<file path="config.mk">
export PLATFORM = sky130hd
export DESIGN_NAME = pack_delta_instruction_decoder
export DESIGN_NICKNAME = d
export VERILOG_FILES = /design/src/hdl/pdid_pkg.sv /design/src/hdl/pack_delta_instruction_decoder.sv
export VERILOG_INCLUDE_DIRS = /design/src /design/src/hdl
export SDC_FILE = /design/constraint.sdc
export NUM_CORES = 1
export LEC_CHECK = 0
export ABC_CLOCK_PERIOD_IN_PS = 17300
export BUFFER_PORTS_ARGS = -buffer_cell sky130_fd_sc_hd__buf_4
export CORE_MARGIN = 8
export CORE_UTILIZATION = 35
export CTS_CLUSTER_SIZE = 8
export DETAILED_ROUTE_END_ITERATION = 8
export HOLD_SLACK_MARGIN = 0.15
export PLACE_DENSITY = 0.51
export SLEW_MARGIN = 20
export SYNTH_ARGS = -nofsm -noshare
export SYNTH_HDL_FRONTEND = slang
export SYNTH_SLANG_ARGS = --single-unit
</file>
<file path="constraint.sdc">
create_clock -name clock -period 17.3 [get_ports clock]
set_clock_uncertainty 0.1 [all_clocks]
set_input_delay 0.865 -clock clock [delete_from_list [all_inputs] [get_ports clock]]
set_output_delay 0.865 -clock clock [all_outputs]
set_load 0.01 [all_outputs]
</file>
<file path="src/hdl/pack_delta_instruction_decoder_defines.svh">
// Assertion macros shared by the delta decoder RTL.
// No dependencies; include by bare file name inside a module body.
`ifndef PACK_DELTA_INSTRUCTION_DECODER_DEFINES_SVH
`define PACK_DELTA_INSTRUCTION_DECODER_DEFINES_SVH

// Check a property on a given clock, disabled while the given reset is high.
`define PDID_ASSERT_CLK(lbl, clk, rst, prop, msg) \
   lbl: assert property (@(posedge clk) disable iff (rst) prop) else $error(msg);

// Check a property on the block clock and reset.
`define PDID_ASSERT(lbl, prop, msg) \
   `PDID_ASSERT_CLK(lbl, clock, reset, prop, msg)

`endif

</file>
<file path="src/hdl/pdid_pkg.sv">
// Types and constants of the pack delta instruction decoder.
// No dependencies; imported by pack_delta_instruction_decoder.
package pdid_pkg;

   typedef enum logic [5:0] {
      PH_SKIP  = 6'b000001,
      PH_TGT   = 6'b000010,
      PH_OPC   = 6'b000100,
      PH_COPY  = 6'b001000,
      PH_INS   = 6'b010000,
      PH_DRAIN = 6'b100000
   } phase_type;

   typedef logic [1:0] kind_type;

   localparam kind_type KIND_LITERAL = 2'd0;
   localparam kind_type KIND_COPY    = 2'd1;
   localparam kind_type KIND_END     = 2'd2;

   localparam int SHIFT_W      = 6;
   localparam logic [SHIFT_W-1:0] SHIFT_BEYOND = 6'd62;
   localparam logic [SHIFT_W-1:0] SHIFT_TOP    = 6'd63;
   localparam logic [SHIFT_W:0]   SHIFT_STEP   = 7'd7;
   localparam int GROUP_W      = 71;

   localparam int OFFSET_W = 32;
   localparam int COUNT_W  = 24;
   localparam int FIELDS_W = 7;
   localparam logic [COUNT_W-1:0] COPY_DEFAULT = 24'h010000;

endpackage

</file>
<file path="src/hdl/pack_delta_instruction_decoder.sv">
// Pack delta copy/insert instruction decoder, one delta byte per item.
// Depends on pdid_pkg and pack_delta_instruction_decoder_defines.svh.
//
// Accepts one delta byte per clock and gives its result in the next cycle from
// an output register; the next byte is taken while that result waits unless
// the result side stalls. Sustained rate, without stalls, is one byte per
// cycle, set by the update of the parse state (phase, remaining target size
// and copy field gathering) that each byte needs before the next can be decoded.
// A result appears for each literal byte, each finished copy descriptor and
// each last byte; a last byte with nothing to emit gives an end-status item.
module pack_delta_instruction_decoder
   import pdid_pkg::*;
#(
   parameter int SIZE_BITS = 32
) (
   input  logic        clock,
   input  logic        reset,
   input  logic        req_tvalid,
   output logic        req_tready,
   input  logic [7:0]  req_tdata,   // [7:0] delta_byte
   input  logic        req_tlast,   // last_byte
   output logic        rsp_tvalid,
   input  logic        rsp_tready,
   output logic [63:0] rsp_tdata,   // [7:0] literal_value, [39:8] source_offset,
                                    // [63:40] copy_count
   output logic [2:0]  rsp_tuser,   // [1:0] item_kind, [2] format_error
   output logic        rsp_tlast    // stream_done
);

`include "pack_delta_instruction_decoder_defines.svh"

   localparam int WIDE_W = (SIZE_BITS > COUNT_W) ? SIZE_BITS : COUNT_W;

   phase_type               phase_ff,  phase_in;
   logic [SIZE_BITS-1:0]    target_ff, target_in;
   logic [SHIFT_W-1:0]      shift_ff,  shift_in;
   logic [FIELDS_W-1:0]     mask_ff,   mask_in;
   logic [OFFSET_W-1:0]     offset_ff, offset_in;
   logic [COUNT_W-1:0]      length_ff, length_in;
   logic [6:0]              lits_ff,   lits_in;
   logic                    error_ff,  error_in;

   logic                    valid_ff;
   kind_type                kind_ff;
   logic [7:0]              lit_ff;
   logic [OFFSET_W-1:0]     off_ff;
   logic [COUNT_W-1:0]      cnt_ff;
   logic                    done_ff;
   logic                    ferr_ff;

   logic                    accept;
   logic [7:0]              b;
   logic [6:0]              payload;
   logic [GROUP_W-1:0]      group;
   logic                    group_over;
   logic [SHIFT_W:0]        shift_sum;
   logic [SHIFT_W-1:0]      shift_next;
   logic [2:0]              field_k;
   logic [FIELDS_W-1:0]     mask_next;
   logic [OFFSET_W-1:0]     offset_next;
   logic [COUNT_W-1:0]      length_next;
   logic                    do_finish;
   logic [COUNT_W-1:0]      fin_len;
   logic [OFFSET_W-1:0]     fin_off;
   logic [COUNT_W-1:0]      copy_n;
   logic [6:0]              lits_dec;
   logic                    fail;
   logic                    emit;
   kind_type                kind_o;
   logic [7:0]              lit_o;
   logic [OFFSET_W-1:0]     off_o;
   logic [COUNT_W-1:0]      cnt_o;
   logic                    end_error;

   assign accept     = req_tvalid && req_tready;
   assign req_tready = !valid_ff || rsp_tready;
   assign b          = req_tdata;
   assign payload    = b[6:0];

   // target size varint group placement and overflow
   assign group      = {{(GROUP_W-7){1'b0}}, payload} << shift_ff;
   assign group_over = (|group[GROUP_W-1:SIZE_BITS]) || (shift_ff == SHIFT_BEYOND);
   assign shift_sum  = {1'b0, shift_ff} + SHIFT_STEP;

   always_comb begin
      if (shift_ff == SHIFT_BEYOND || shift_sum > {1'b0, SHIFT_TOP}) begin
         shift_next = (shift_sum == {1'b0, SHIFT_TOP}) ? SHIFT_TOP : SHIFT_BEYOND;
      end else begin
         shift_next = shift_sum[SHIFT_W-1:0];
      end
   end

   // lowest pending copy field
   always_comb begin
      field_k = 3'd7;
      for (int i = FIELDS_W - 1; i >= 0; i--) begin
         if (mask_ff[i]) begin
            field_k = 3'(i);
         end
      end
   end

   always_comb begin
      offset_next = offset_ff;
      length_next = length_ff;
      mask_next   = mask_ff & (mask_ff - 7'd1);
      case (field_k)
         3'd0: offset_next[7:0]   = offset_ff[7:0]   | b;
         3'd1: offset_next[15:8]  = offset_ff[15:8]  | b;
         3'd2: offset_next[23:16] = offset_ff[23:16] | b;
         3'd3: offset_next[31:24] = offset_ff[31:24] | b;
         3'd4: length_next[7:0]   = length_ff[7:0]   | b;
         3'd5: length_next[15:8]  = length_ff[15:8]  | b;
         3'd6: length_next[23:16] = length_ff[23:16] | b;
         default: mask_next = mask_ff;
      endcase
   end

   assign lits_dec = (lits_ff != 7'd0) ? lits_ff - 7'd1 : 7'd0;

   always_comb begin
      phase_in  = phase_ff;
      target_in = target_ff;
      shift_in  = shift_ff;
      mask_in   = mask_ff;
      offset_in = offset_ff;
      length_in = length_ff;
      lits_in   = lits_ff;
      error_in  = error_ff;
      fail      = 1'b0;
      emit      = 1'b0;
      do_finish = 1'b0;
      fin_len   = '0;
      fin_off   = '0;
      copy_n    = '0;
      kind_o    = KIND_END;
      lit_o     = '0;
      off_o     = '0;
      cnt_o     = '0;
      case (phase_ff)
         PH_SKIP: begin
            if (!b[7]) begin
               phase_in = PH_TGT;
            end
         end
         PH_TGT: begin
            if (payload != 7'd0 && group_over) begin
               fail = 1'b1;
            end else begin
               target_in = target_ff | group[SIZE_BITS-1:0];
               if (b[7]) begin
                  shift_in = shift_next;
               end else begin
                  phase_in = PH_OPC;
               end
            end
         end
         PH_OPC: begin
            if (b[7]) begin
               mask_in   = payload;
               offset_in = '0;
               length_in = '0;
               if (payload == 7'd0) begin
                  do_finish = 1'b1;
               end else begin
                  phase_in = PH_COPY;
               end
            end else if (b != 8'd0) begin
               if (WIDE_W'(b) > WIDE_W'(target_ff)) begin
                  fail = 1'b1;
               end else begin
                  target_in = target_ff - SIZE_BITS'(b);
                  lits_in   = payload;
                  phase_in  = PH_INS;
               end
            end
         end
         PH_COPY: begin
            mask_in   = mask_next;
            offset_in = offset_next;
            length_in = length_next;
            if (mask_next == 7'd0) begin
               do_finish = 1'b1;
               fin_len   = length_next;
               fin_off   = offset_next;
            end
         end
         PH_INS: begin
            emit    = 1'b1;
            kind_o  = KIND_LITERAL;
            lit_o   = b;
            lits_in = lits_dec;
            if (lits_dec == 7'd0) begin
               phase_in = PH_OPC;
            end
         end
         PH_DRAIN: begin
            phase_in = PH_DRAIN;
         end
         default: begin
            phase_in = PH_DRAIN;
         end
      endcase

      if (do_finish) begin
         copy_n = (fin_len != '0) ? fin_len : COPY_DEFAULT;
         if (WIDE_W'(copy_n) > WIDE_W'(target_ff)) begin
            fail = 1'b1;
         end else begin
            target_in = target_ff - SIZE_BITS'(copy_n);
            emit      = 1'b1;
            kind_o    = KIND_COPY;
            off_o     = fin_off;
            cnt_o     = copy_n;
            phase_in  = PH_OPC;
         end
      end

      if (fail) begin
         error_in = 1'b1;
         phase_in = PH_DRAIN;
      end
   end

   assign end_error = error_in || (phase_in != PH_OPC) || (target_in != '0);

   always_ff @(posedge clock) begin
      if (reset) begin
         phase_ff  <= PH_SKIP;
         target_ff <= '0;
         shift_ff  <= '0;
         mask_ff   <= '0;
         offset_ff <= '0;
         length_ff <= '0;
         lits_ff   <= '0;
         error_ff  <= 1'b0;
      end else if (accept) begin
         if (req_tlast) begin
            phase_ff  <= PH_SKIP;
            target_ff <= '0;
            shift_ff  <= '0;
            mask_ff   <= '0;
            offset_ff <= '0;
            length_ff <= '0;
            lits_ff   <= '0;
            error_ff  <= 1'b0;
         end else begin
            phase_ff  <= phase_in;
            target_ff <= target_in;
            shift_ff  <= shift_in;
            mask_ff   <= mask_in;
            offset_ff <= offset_in;
            length_ff <= length_in;
            lits_ff   <= lits_in;
            error_ff  <= error_in;
         end
      end
   end

   always_ff @(posedge clock) begin
      if (reset) begin
         valid_ff <= 1'b0;
      end else if (accept && (emit || req_tlast)) begin
         valid_ff <= 1'b1;
      end else if (rsp_tready) begin
         valid_ff <= 1'b0;
      end
   end

   always_ff @(posedge clock) begin
      if (accept && (emit || req_tlast)) begin
         kind_ff <= kind_o;
         lit_ff  <= lit_o;
         off_ff  <= off_o;
         cnt_ff  <= cnt_o;
         done_ff <= req_tlast;
         ferr_ff <= req_tlast && end_error;
      end
   end

   assign rsp_tvalid = valid_ff;
   assign rsp_tdata  = {cnt_ff, off_ff, lit_ff};
   assign rsp_tuser  = {ferr_ff, kind_ff};
   assign rsp_tlast  = done_ff;

   `PDID_ASSERT(a_error_only_at_end, valid_ff && ferr_ff |-> done_ff, "error flag without stream end")
   `PDID_ASSERT(a_status_only_at_end, valid_ff && kind_ff == KIND_END |-> done_ff, "end status item before stream end")
   `PDID_ASSERT(a_literal_clean, valid_ff && kind_ff == KIND_LITERAL |-> off_ff == '0 && cnt_ff == '0, "literal item carries copy fields")
   `PDID_ASSERT(a_copy_nonzero, valid_ff && kind_ff == KIND_COPY |-> cnt_ff != '0 && lit_ff == '0, "copy descriptor with zero count")
   `PDID_ASSERT(a_restart_after_last, accept && req_tlast |=> phase_ff == PH_SKIP && target_ff == '0 && !error_ff, "state not cleared after last byte")

endmodule
</file>
==> flow_summary.toml, run 1 <==
[power]
p_sw_mw = 0.295
p_int_mw = 0.691
peakVddDrop_mv = 0.0649
finalPower_mw = 0.986
p_leak_nw = 4.96
seqPwrFrac = 0.466
power.density_mw_per_mm2 = 72.7
comb_power_share = 0.109
pwr-share-clk = 0.426
p_sw_frac = 0.299

[clock_tree]
post_cts_buffers = 0
cts_resized = 0
cts_tree = "done"
clockBufferDepth = 2
cts_num_sinks = 184
h-tree-depth = 4
postCtsHoldBufs = 0
cts_root_buf = "clkbuf_16"
insertion_delay_ns = 0.45
numCtsBuffers = 17
clk_pin_slew_ns = 0.09

[worst_setup_path]
arrival_ns = 6.90
path_max_fanout = 37
reg2reg_depth = 21
reg2reg_slack_ns = 10.48
critPathRequiredTime_ns = 17.38
r2r-end = "ferr_ff$_DFFE_PP_"
cp-start-kind = "flop"
rr_startpoint = "mask_ff[2]$_SDFFE_PP0P_"
end_kind = "flop"
cp_slowest_cell = "o21a_1"
critPathMaxStageDelay_ns = 0.65
cp_common_cell = "or4_1"
crit_type = "flop to flop"
crit_chain = "or4_1, or2_1, a21oi_1, o21a_1, nand2b_1, nand4_1, or4_1, o21a_1, ha_1, nand4_1, nor4_1, and2_1, a211oi_1, a22o_1, clkinv_2, a311oi_2, a21oi_1, or4_1, nor3_1, and4_1, a41oi_1"

[cells_and_area]
regArea_mm2 = 0.00436
antenna_cells = 0
utilization = 0.396
final_area_mm2 = 0.0136
area_growth_syn_to_layout_pct = 12.2
nets = 1551
drive_gt1_frac = 0.104
multi_input_area_mm2 = 0.00718
fill_cells = 3561

[sta]
drv_slew = 0
fin_crit_sh = 0.394
fmax_ghz = 0.147
worst_pin_slew_ns = 1.07
period_needed_ns = 6.82
slew_headroom = 0.282
fin_tns_setup_ns = 0
setup_ws_ns = 10.48
rsz0062_at_grt = "false"
hold_violations = 0
setup_viol = 0

[place]
port_buffers = 82
place_area_mm2 = 0.0129
hpwl_mm = 31.7
gp_congestion = 0.891
pre_cts_slack_ns = 10.64

[floorplanning]
die-area_mm2 = 0.0407
start_util = 0.353
fp-row-count = 68
die_x_um = 202
coreArea_mm2 = 0.0343
io_pins = 83
die_y_um = 202

[logic_synthesis]
synthTopCellsByCount = "nor2_1 (242), a21oi_1 (142), dfxtp_1 (116), clkbuf_1 (97), nand2_1 (96)"
ys_ff_latch = 184
ys_types = 90
synth_area_leader_cell = "dfxtp_1"
synth_nets = 1551
synth_edf_count = 68
postSynth.asyncResetShare = 0
synth_flop_cell = "dfxtp_1"
synth.area.top_cells = "dfxtp_1 (19%), edfxtp_1 (17%), nor2_1 (7.5%)"
syn_area_per_cell_um2 = 8.07
syn_inst = 1498
yosysWarnings = 0
synthMostInstantiatedCell = "nor2_1"
netlist_area_mm2 = 0.0121
ys_seq_area_frac = 0.361
synth_top_area_share = 0.192

[drt]
postRouteAntennaNets = 0
via_per_inst = 5.95
route.met2.wl_mm = 20.1
top_layer = "met4"
wl_met3_mm = 2.42
drt_first_pass_iters = 5
drtIter0Drc = 1170
wl_met1_mm = 20.7
dr_total_vias = 11703
wirelength_mm = 44.3
drt-wirelength-per-cell_um = 22.5
drc_errors = 0

[grt]
grt_usage = 0.209
grt_pass1_vias = 11041
grt_pass1_wl_mm = 67.7
grt-ovfl-total = 0
grt_start_max_net_pins = 69
antenna_found_initial = 0

[worst_hold_path]
hold_depth = 2
worstHoldStart = "error_ff$_SDFFE_PP0P_"
hold_path_end = "error_ff$_SDFFE_PP0P_"
hold_path.class = "flop to flop"

[job]
maxCapViolations = 0

[status]
status = "completed"
## routing by layer
| metal | vias up | track usage |
|---|---|---|
| li1 | 5557 | - |
| met1 | 5661 | 0.290 |
| met2 | 421 | 0.329 |
| met3 | 64 | 0.0307 |
| met4 | 0 | 0.0694 |
| met5 | - | 0 |
## power groups by stage
stage	Sequential, mW	Combinational (mW)	Clock [mW]
after global placement	0.469	0.106	0
after detailed placement	0.469	0.106	0
after CTS	0.459	0.106	0.429
after global routing	0.460	0.116	0.444
after floorplan	0.471	0.0655	0
final	0.459	0.107	0.420
## kinds of logic (layout without fill, tap and decap cells)
kind of cell / Yosys count / after routing / share of synthesized area
buffers and inverters: 142 / 155 / 0.0452
AOI/OAI and AO/OA: 469 / 469 / 0.256
DFF: 184 / 184 / 0.361
xor gates and xnor gates: 39 / 39 / 0.0283
adders and majority gates: 40 / 40 / 0.0427
and+or+nand+nor: 590 / 590 / 0.234
muxes: 34 / 34 / 0.0323
## flip-flops by register name, indices dropped and copies added, names as in the netlist, 7 cells and up
signal and count:
cnt_ff 24, offset_ff 32, mask_ff 7, lit_ff 8, target_ff 32, off_ff 32
lits_ff 7, length_ff 24
## placed cells by master, fill, tap and decap left out, types with 21 or more instances in the layout
cell type	count
nor2_1	242
a21oi_1	142
dfxtp_1	116
nand2_1	96
buf_4	96
a22oi_1	92
edfxtp_1	68
nor3_1	50
o21ai_0	43
ha_1	38
nand2b_1	37
nand3_1	31
xnor2_1	27
inv_1	24
a21o_1	22
a211oi_1	22
nor4_1	21
## worst max path at each step
stage / start / end / slack (ns) / cells after the start
after floorplan: mask_ff[2]$_SDFFE_PP0P_ / cnt_ff[0]$_SDFFCE_PP0P_ / 10.76 / 20
after global placement: req_tdata[1] / ferr_ff$_DFFE_PP_ / 10.80 / 22
after detailed placement: mask_ff[2]$_SDFFE_PP0P_ / ferr_ff$_DFFE_PP_ / 10.64 / 21
after CTS: mask_ff[2]$_SDFFE_PP0P_ / ferr_ff$_DFFE_PP_ / 10.62 / 21
after global routing: mask_ff[2]$_SDFFE_PP0P_ / ferr_ff$_DFFE_PP_ / 10.04 / 21
final: mask_ff[2]$_SDFFE_PP0P_ / ferr_ff$_DFFE_PP_ / 10.48 / 21
## worst max-delay path: cells and delay by family (launching register included)
kind                       cells  cell delay [ns]
AOI/OAI and AO/OA              8             2.31
adders and majority gates      1             0.31
buffers and inverters          1             0.49
DFF                            1             0.38
and+or+nand+nor               11             2.94
## per-stage QoR
step	std cells	hold WS, ns
3_5_place_dp	1934	0.388
5_1_grt	1966	0.435
4_1_cts	1966	0.413
6_report	1966	0.404
2_1_floorplan	1498	0.359
3_3_place_gp	1934	0.381
## cell type report
cell class / instances / share of cell area
Multi-Input combinational cell: 1172 / 0.529
Sequential cell: 184 / 0.322
Timing Repair Buffer: 96 / 0.0531
Tap cell: 455 / 0.0420
Clock buffer: 17 / 0.0314
Clock inverter: 15 / 0.0151
Inverter: 27 / 0.00756
No activity file was read; power rests on OpenSTA's default activity.
==> run 2, diff against run 1 <==
- ABC_AREA: default -> 1
- ABC_CLOCK_PERIOD_IN_PS: 17300 -> 6100
- PLACE_DENSITY: 0.51 -> 0.53
- clock period: 17.3 -> 6.1 ns (I/O delays scaled with it)
==> run 2 against run 1 <==
Net effect: register-to-register slack got worse by 9.9 ns; synthesized cell count grew 30%; flip-flop and latch count stayed put; setup slack lost 9.9 ns; combinational power rose to 4.3 times the previous value; area after synthesis rose by 11%; largest cell class unchanged.
==> flow_summary.toml, run 2 <==
[logic_synthesis]
synthMostInstantiatedCell = "nand2_1"
postSynth.asyncResetShare = 0
yosysWarnings = 0
ys_types = 66
synth.area.top_cells = "dfxtp_1 (17%), edfxtp_1 (15%), nand2_1 (13%)"
ys_seq_area_frac = 0.327
synth_nets = 2006
syn_area_per_cell_um2 = 6.84
synthTopCellsByCount = "nand2_1 (451), nor2_1 (228), a21oi_1 (224), nand3_1 (144), inv_1 (136)"
synth_top_area_share = 0.174
synth_area_leader_cell = "dfxtp_1"
netlist_area_mm2 = 0.0134
synth_flop_cell = "dfxtp_1"
syn_inst = 1953
ys_ff_latch = 184
synth_edf_count = 68

[power]
power.density_mw_per_mm2 = 200
p_leak_nw = 6.10
finalPower_mw = 2.98
peakVddDrop_mv = 0.209

[floorplanning]
io_pins = 83
die-area_mm2 = 0.0447
coreArea_mm2 = 0.0377
start_util = 0.355
fp-row-count = 71
die_y_um = 211
die_x_um = 211

[worst_setup_path]
critPathRequiredTime_ns = 6.18
cp_slowest_cell = "o41ai_1"
reg2reg_slack_ns = 0.61
critPathMaxStageDelay_ns = 0.42
path_max_fanout = 35
arrival_ns = 5.57
rr_startpoint = "mask_ff[4]$_SDFFE_PP0P_"
cp-start-kind = "flop"
end_kind = "flop"
r2r-end = "ferr_ff$_DFFE_PP_"
crit_type = "flop to flop"
reg2reg_depth = 30

[place]
port_buffers = 82
placedCellCount = 2466
gp_congestion = 0.952
hpwl_mm = 37.4
pre_cts_slack_ns = 0.457

[drt]
drtIter0Drc = 1138
via_per_inst = 5.46
drt_first_pass_iters = 5
drc_errors = 0
wirelength_mm = 50.6
postRouteAntennaNets = 0
drt-wirelength-per-cell_um = 20.3
dr_total_vias = 13646

[cells_and_area]
top_regs = "off_ff x32, offset_ff x32, target_ff x32"
drive_gt1_frac = 0.132
final_common_cell = "nand2_1"
fin_cells = 2500
layout_common_cells = "nand2_1 (451), nor2_1 (228), a21oi_1 (224), nand3_1 (144), inv_1 (134)"
antenna_cells = 0
area_growth_syn_to_layout_pct = 11.6
fill_cells = 4036
nets = 2029

[clock_tree]
cts_num_sinks = 184
clk_pin_slew_ns = 0.08
cts_tree = "done"
clockBufferDepth = 2
numCtsBuffers = 17
insertion_delay_ns = 0.48
h-tree-depth = 4
cts_root_buf = "clkbuf_16"

[sta]
setup_ws_ns = 0.610
fin_crit_sh = 0.900
fin_tns_setup_ns = 0
setup_viol = 0
hold_violations = 0
worst_pin_slew_ns = 0.895
rsz0062_at_grt = "false"
fmax_ghz = 0.182
period_needed_ns = 5.49
drv_slew = 0
slew_headroom = 0.399

[grt]
grt-ovfl-total = 0
grt_usage = 0.223
antenna_found_initial = 0
grt_start_max_net_pins = 74
grt_pass1_wl_mm = 77.4
grt_pass1_vias = 12805

[worst_hold_path]
worstHoldStart = "reset"
hold_depth = 2
hold_path_end = "shift_ff[5]$_SDFFE_PP0P_"
hold_path.class = "primary input to flop"

[status]
status = "completed"

[job]
maxCapViolations = 0
==> run 2: cell type report <==
| class | count | area [um^2] | area share |
|---|---|---|---|
| sequential | 184 | 4360 | 0.292 |
| clock inverter | 14 | 188 | 0.0126 |
| timing repair buffer | 102 | 771 | 0.0517 |
| clock buffer | 18 | 429 | 0.0288 |
| inverter | 171 | 652 | 0.0437 |
| multi-input combinational | 1500 | 7880 | 0.528 |
| tap | 511 | 639 | 0.0428 |
==> run 2: cells by family (layout without fill, tap and decap cells) <==
kind of cell,count (synthesis),after routing,share of synthesized area
AND/OR/NAND/NOR,1007,1007,0.346
multiplexers,1,1,0.000749
flip-flops,184,184,0.327
AO/OA/AOI/OAI,419,419,0.181
adder cells (fa/ha/maj),40,40,0.0386
buffers and inverters,269,305,0.0857
XOR/XNOR,33,33,0.0216
==> run 2: routing by layer <==
metal / wire, um / vias to the layer above / track usage
met1: 22600 / 6425 / 0.295
met4: 1710 / 0 / 0.0901
met2: 23400 / 477 / 0.363
met5: 0 / - / 0
li1: - / 6645 / -
met3: 2920 / 99 / 0.0319
==> run 2: report_power, final <==
part / internal [mW] / total, mW / switching (mW)
combinational: 0.130 / 0.456 / 0.326
clock: 0.625 / 1.21 / 0.581
sequential: 1.29 / 1.32 / 0.0239
total: 2.05 / 2.98 / 0.930
==> run 2: per-stage QoR <==
| step | util | instance area (um^2) | hold WS [ns] |
|---|---|---|---|
| 6_report | 0.396 | 14900 | 0.162 |
| 3_3_place_gp | 0.379 | 14300 | 0.346 |
| 4_1_cts | 0.396 | 14900 | 0.150 |
| 2_1_floorplan | - | 13400 | 0.304 |
| 5_1_grt | 0.396 | 14900 | 0.183 |
| 3_5_place_dp | 0.379 | 14300 | 0.352 |
==> run 2: worst max-delay path: cells and delay by family, from the launching register on <==
family	cells	cell delay [ns]
DFF	1	0.36
adders and majority gates	1	0.38
AOI/OAI and AO/OA	5	1.08
and+or+nand+nor	19	2.67
buffers and inverters	5	0.61
==> run 2: how the worst max path moves through the flow <==
stage                         endpoint                startpoint  cells past startpoint
2_1_floorplan  cnt_ff[0]$_SDFFCE_PP0P_   mask_ff[0]$_SDFFE_PP0P_                     28
3_3_place_gp         ferr_ff$_DFFE_PP_   mask_ff[1]$_SDFFE_PP0P_                     30
3_5_place_dp         ferr_ff$_DFFE_PP_  phase_ff[0]$_SDFFE_PP1P_                     28
4_1_cts              ferr_ff$_DFFE_PP_  phase_ff[0]$_SDFFE_PP1P_                     28
5_1_grt              ferr_ff$_DFFE_PP_   mask_ff[4]$_SDFFE_PP0P_                     30
6_report             ferr_ff$_DFFE_PP_   mask_ff[4]$_SDFFE_PP0P_                     30
==> run 2: what timing repair did <==
item,CTS,global route
setup endpoints to repair,0,69
hold endpoints to repair,2,0
resized for setup,0,4
buffers inserted,0,0
hold buffers,2,0
==> run 3, diff against run 2 <==
- ABC_AREA: 1 -> default
==> run 3 against run 2 <==
Net effect: sequential power barely moved; count of clock-buffer cells in the layout is 1 lower; final cell count decreased by 19%; maximum frequency decreased by 6.8%; design area decreased by 6.2%; via count down 11%; critical endpoint unchanged.
==> flow_summary.toml, run 3 (same netlist as run 1, synthesis figures left out) <==
[status]
status = "completed"

[grt]
grt_pass1_wl_mm = 70.7
grt_usage = 0.220
antenna_found_initial = 0
grt-ovfl-total = 0
grt_start_max_net_pins = 73
grt_pass1_vias = 11482

[drt]
drt_first_pass_iters = 6
via_per_inst = 6.03
drtIter0Drc = 1332
drt-wirelength-per-cell_um = 23.0
postRouteAntennaNets = 0
dr_total_vias = 12151
wirelength_mm = 46.3
drc_errors = 0

[worst_setup_path]
crit_type = "flop to flop"
crit_chain = "nor3_1, o311ai_1, a21oi_1, o21a_2, buf_4, nand2b_1, nand2_1, or4_1, o21a_1, ha_1, nand4_1, nor4_4, and2_1, a211oi_2, a22o_1, inv_6, buf_4, o21ai_1, or4_1, nor4_1, and4_1, a41oi_1"
rr_startpoint = "mask_ff[2]$_SDFFE_PP0P_"
critPathRequiredTime_ns = 6.18
end_kind = "flop"
endpoint = "ferr_ff$_DFFE_PP_"
path_max_fanout = 17
cp_slowest_cell = "or4_1"
r2r-end = "ferr_ff$_DFFE_PP_"
reg2reg_depth = 22
crit_path_start = "mask_ff[2]$_SDFFE_PP0P_"
reg2reg_slack_ns = 0.21
cp-start-kind = "flop"
critPathMaxStageDelay_ns = 0.56
arrival_ns = 5.97

[power]
power.density_mw_per_mm2 = 203
comb_power_share = 0.112
peakVddDrop_mv = 0.204
pwr-share-clk = 0.428
p_sw_mw = 0.865
p_sw_frac = 0.305
p_int_mw = 1.98
p_leak_nw = 5.19
seqPwrFrac = 0.460

[cells_and_area]
drive_gt1_frac = 0.130
nets = 1599
antenna_cells = 0
top_regs = "off_ff x32, offset_ff x32, target_ff x32"
fin_cells = 2014
area_growth_syn_to_layout_pct = 15.8
utilization = 0.408
final_common_cell = "nor2_1"
layout_common_cells = "nor2_1 (242), a21oi_1 (142), buf_4 (137), dfxtp_1 (114), nand2_1 (96)"

[sta]
slew_headroom = 0.211
drv_slew = 0
hold_slack_ns = 0.161
setup_ws_ns = 0.206
fmax_ghz = 0.170
fin_crit_sh = 0.966
worst_pin_slew_ns = 1.17
hold_violations = 0
period_needed_ns = 5.89
setup_viol = 0

[job]
maxCapViolations = 0

[clock_tree]
clockBufferDepth = 2
clk_pin_slew_ns = 0.08
post_cts_buffers = 0
cts_root_buf = "clkbuf_16"
cts_tree = "done"
cts_num_sinks = 184
insertion_delay_ns = 0.46
h-tree-depth = 4
numCtsBuffers = 17

[floorplanning]
fp-row-count = 68
die-area_mm2 = 0.0407
coreArea_mm2 = 0.0343
die_x_um = 202
start_util = 0.353
die_y_um = 202
io_pins = 83

[place]
pre_cts_slack_ns = 0.0485
hpwl_mm = 34.0
port_buffers = 82
placedCellCount = 1975
gp_congestion = 1.02

[worst_hold_path]
hold_path.class = "primary input to flop"
==> run 3: changes by cell type in the layout (fill, tap and decap cells not counted), sizes merged, moves of 41 or more <==
cell	before	now
nand2	470	96
inv	174	33
nand3	165	31
a22oi	1	92
a21oi	227	143
nand4	54	13
==> run 3: power by group through the flow <==
stage / sequential [mW] / combinational (mW) / clock [mW]
6_report: 1.31 / 0.319 / 1.22
5_1_grt: 1.31 / 0.344 / 1.28
4_1_cts: 1.31 / 0.316 / 1.23
3_5_place_dp: 1.33 / 0.311 / 0
3_3_place_gp: 1.33 / 0.311 / 0
2_1_floorplan: 1.34 / 0.186 / 0
==> run 3: worst min-delay path by stage <==
stage / from / endpoint / cells after the start
floorplan: req_tlast / rsp_tlast$_DFFE_PP_ / 0
global placement: offset_ff[28]$_SDFFE_PP0P_ / offset_ff[28]$_SDFFE_PP0P_ / 2
detailed placement: offset_ff[31]$_SDFFE_PP0P_ / offset_ff[31]$_SDFFE_PP0P_ / 2
CTS: req_tdata[6] / length_ff[6]$_SDFFE_PP0P_ / 3
global route: req_tdata[6] / length_ff[6]$_SDFFE_PP0P_ / 3
finish: req_tdata[6] / length_ff[6]$_SDFFE_PP0P_ / 3
==> run 3: metrics by stage <==
stage,cell area [um^2],total power [mW],setup TNS [ns]
after floorplan,12100,1.52,0
after global placement,13200,1.65,0
after detailed placement,13200,1.65,0
after CTS,14000,2.85,0
after global routing,14000,2.93,-0.0316
final,14000,2.84,0
==> run 3: layout make-up <==
type                    instances  area (um^2)
fillers                      3433        20300
clock buffers                  17          425
flip-flops and latches        184         4370
clock inverters                15          228
multi-input cells            1172         7200
repair buffers                144         1100
inverters                      27          110
well taps                     455          569
==> run 3: routing by layer <==
layer  share of wire  up-vias  track usage  wire length (um)
met5               0        -            0                 0
met4           0.047        0       0.0986              2180
met3           0.067       97       0.0386              3110
met2            0.44      570        0.340             20600
met1            0.44     5843        0.298             20500
li1                -     5641            -                 -
==> run 3: repair_timing <==
action                     in CTS  in global routing
resized for setup               0                  7
hold endpoints to repair       10                  0
setup endpoints to repair       0                  1
hold buffers                    7                  0
==> run 3: worst max-delay path, delay by kind of cell, from the launching register on <==
kind,cells,cell delay [ns]
DFF,1,0.44
and+or+nand+nor,10,2.57
adders and majority gates,1,0.37
AOI/OAI and AO/OA,8,1.57
buffers and inverters,3,0.56
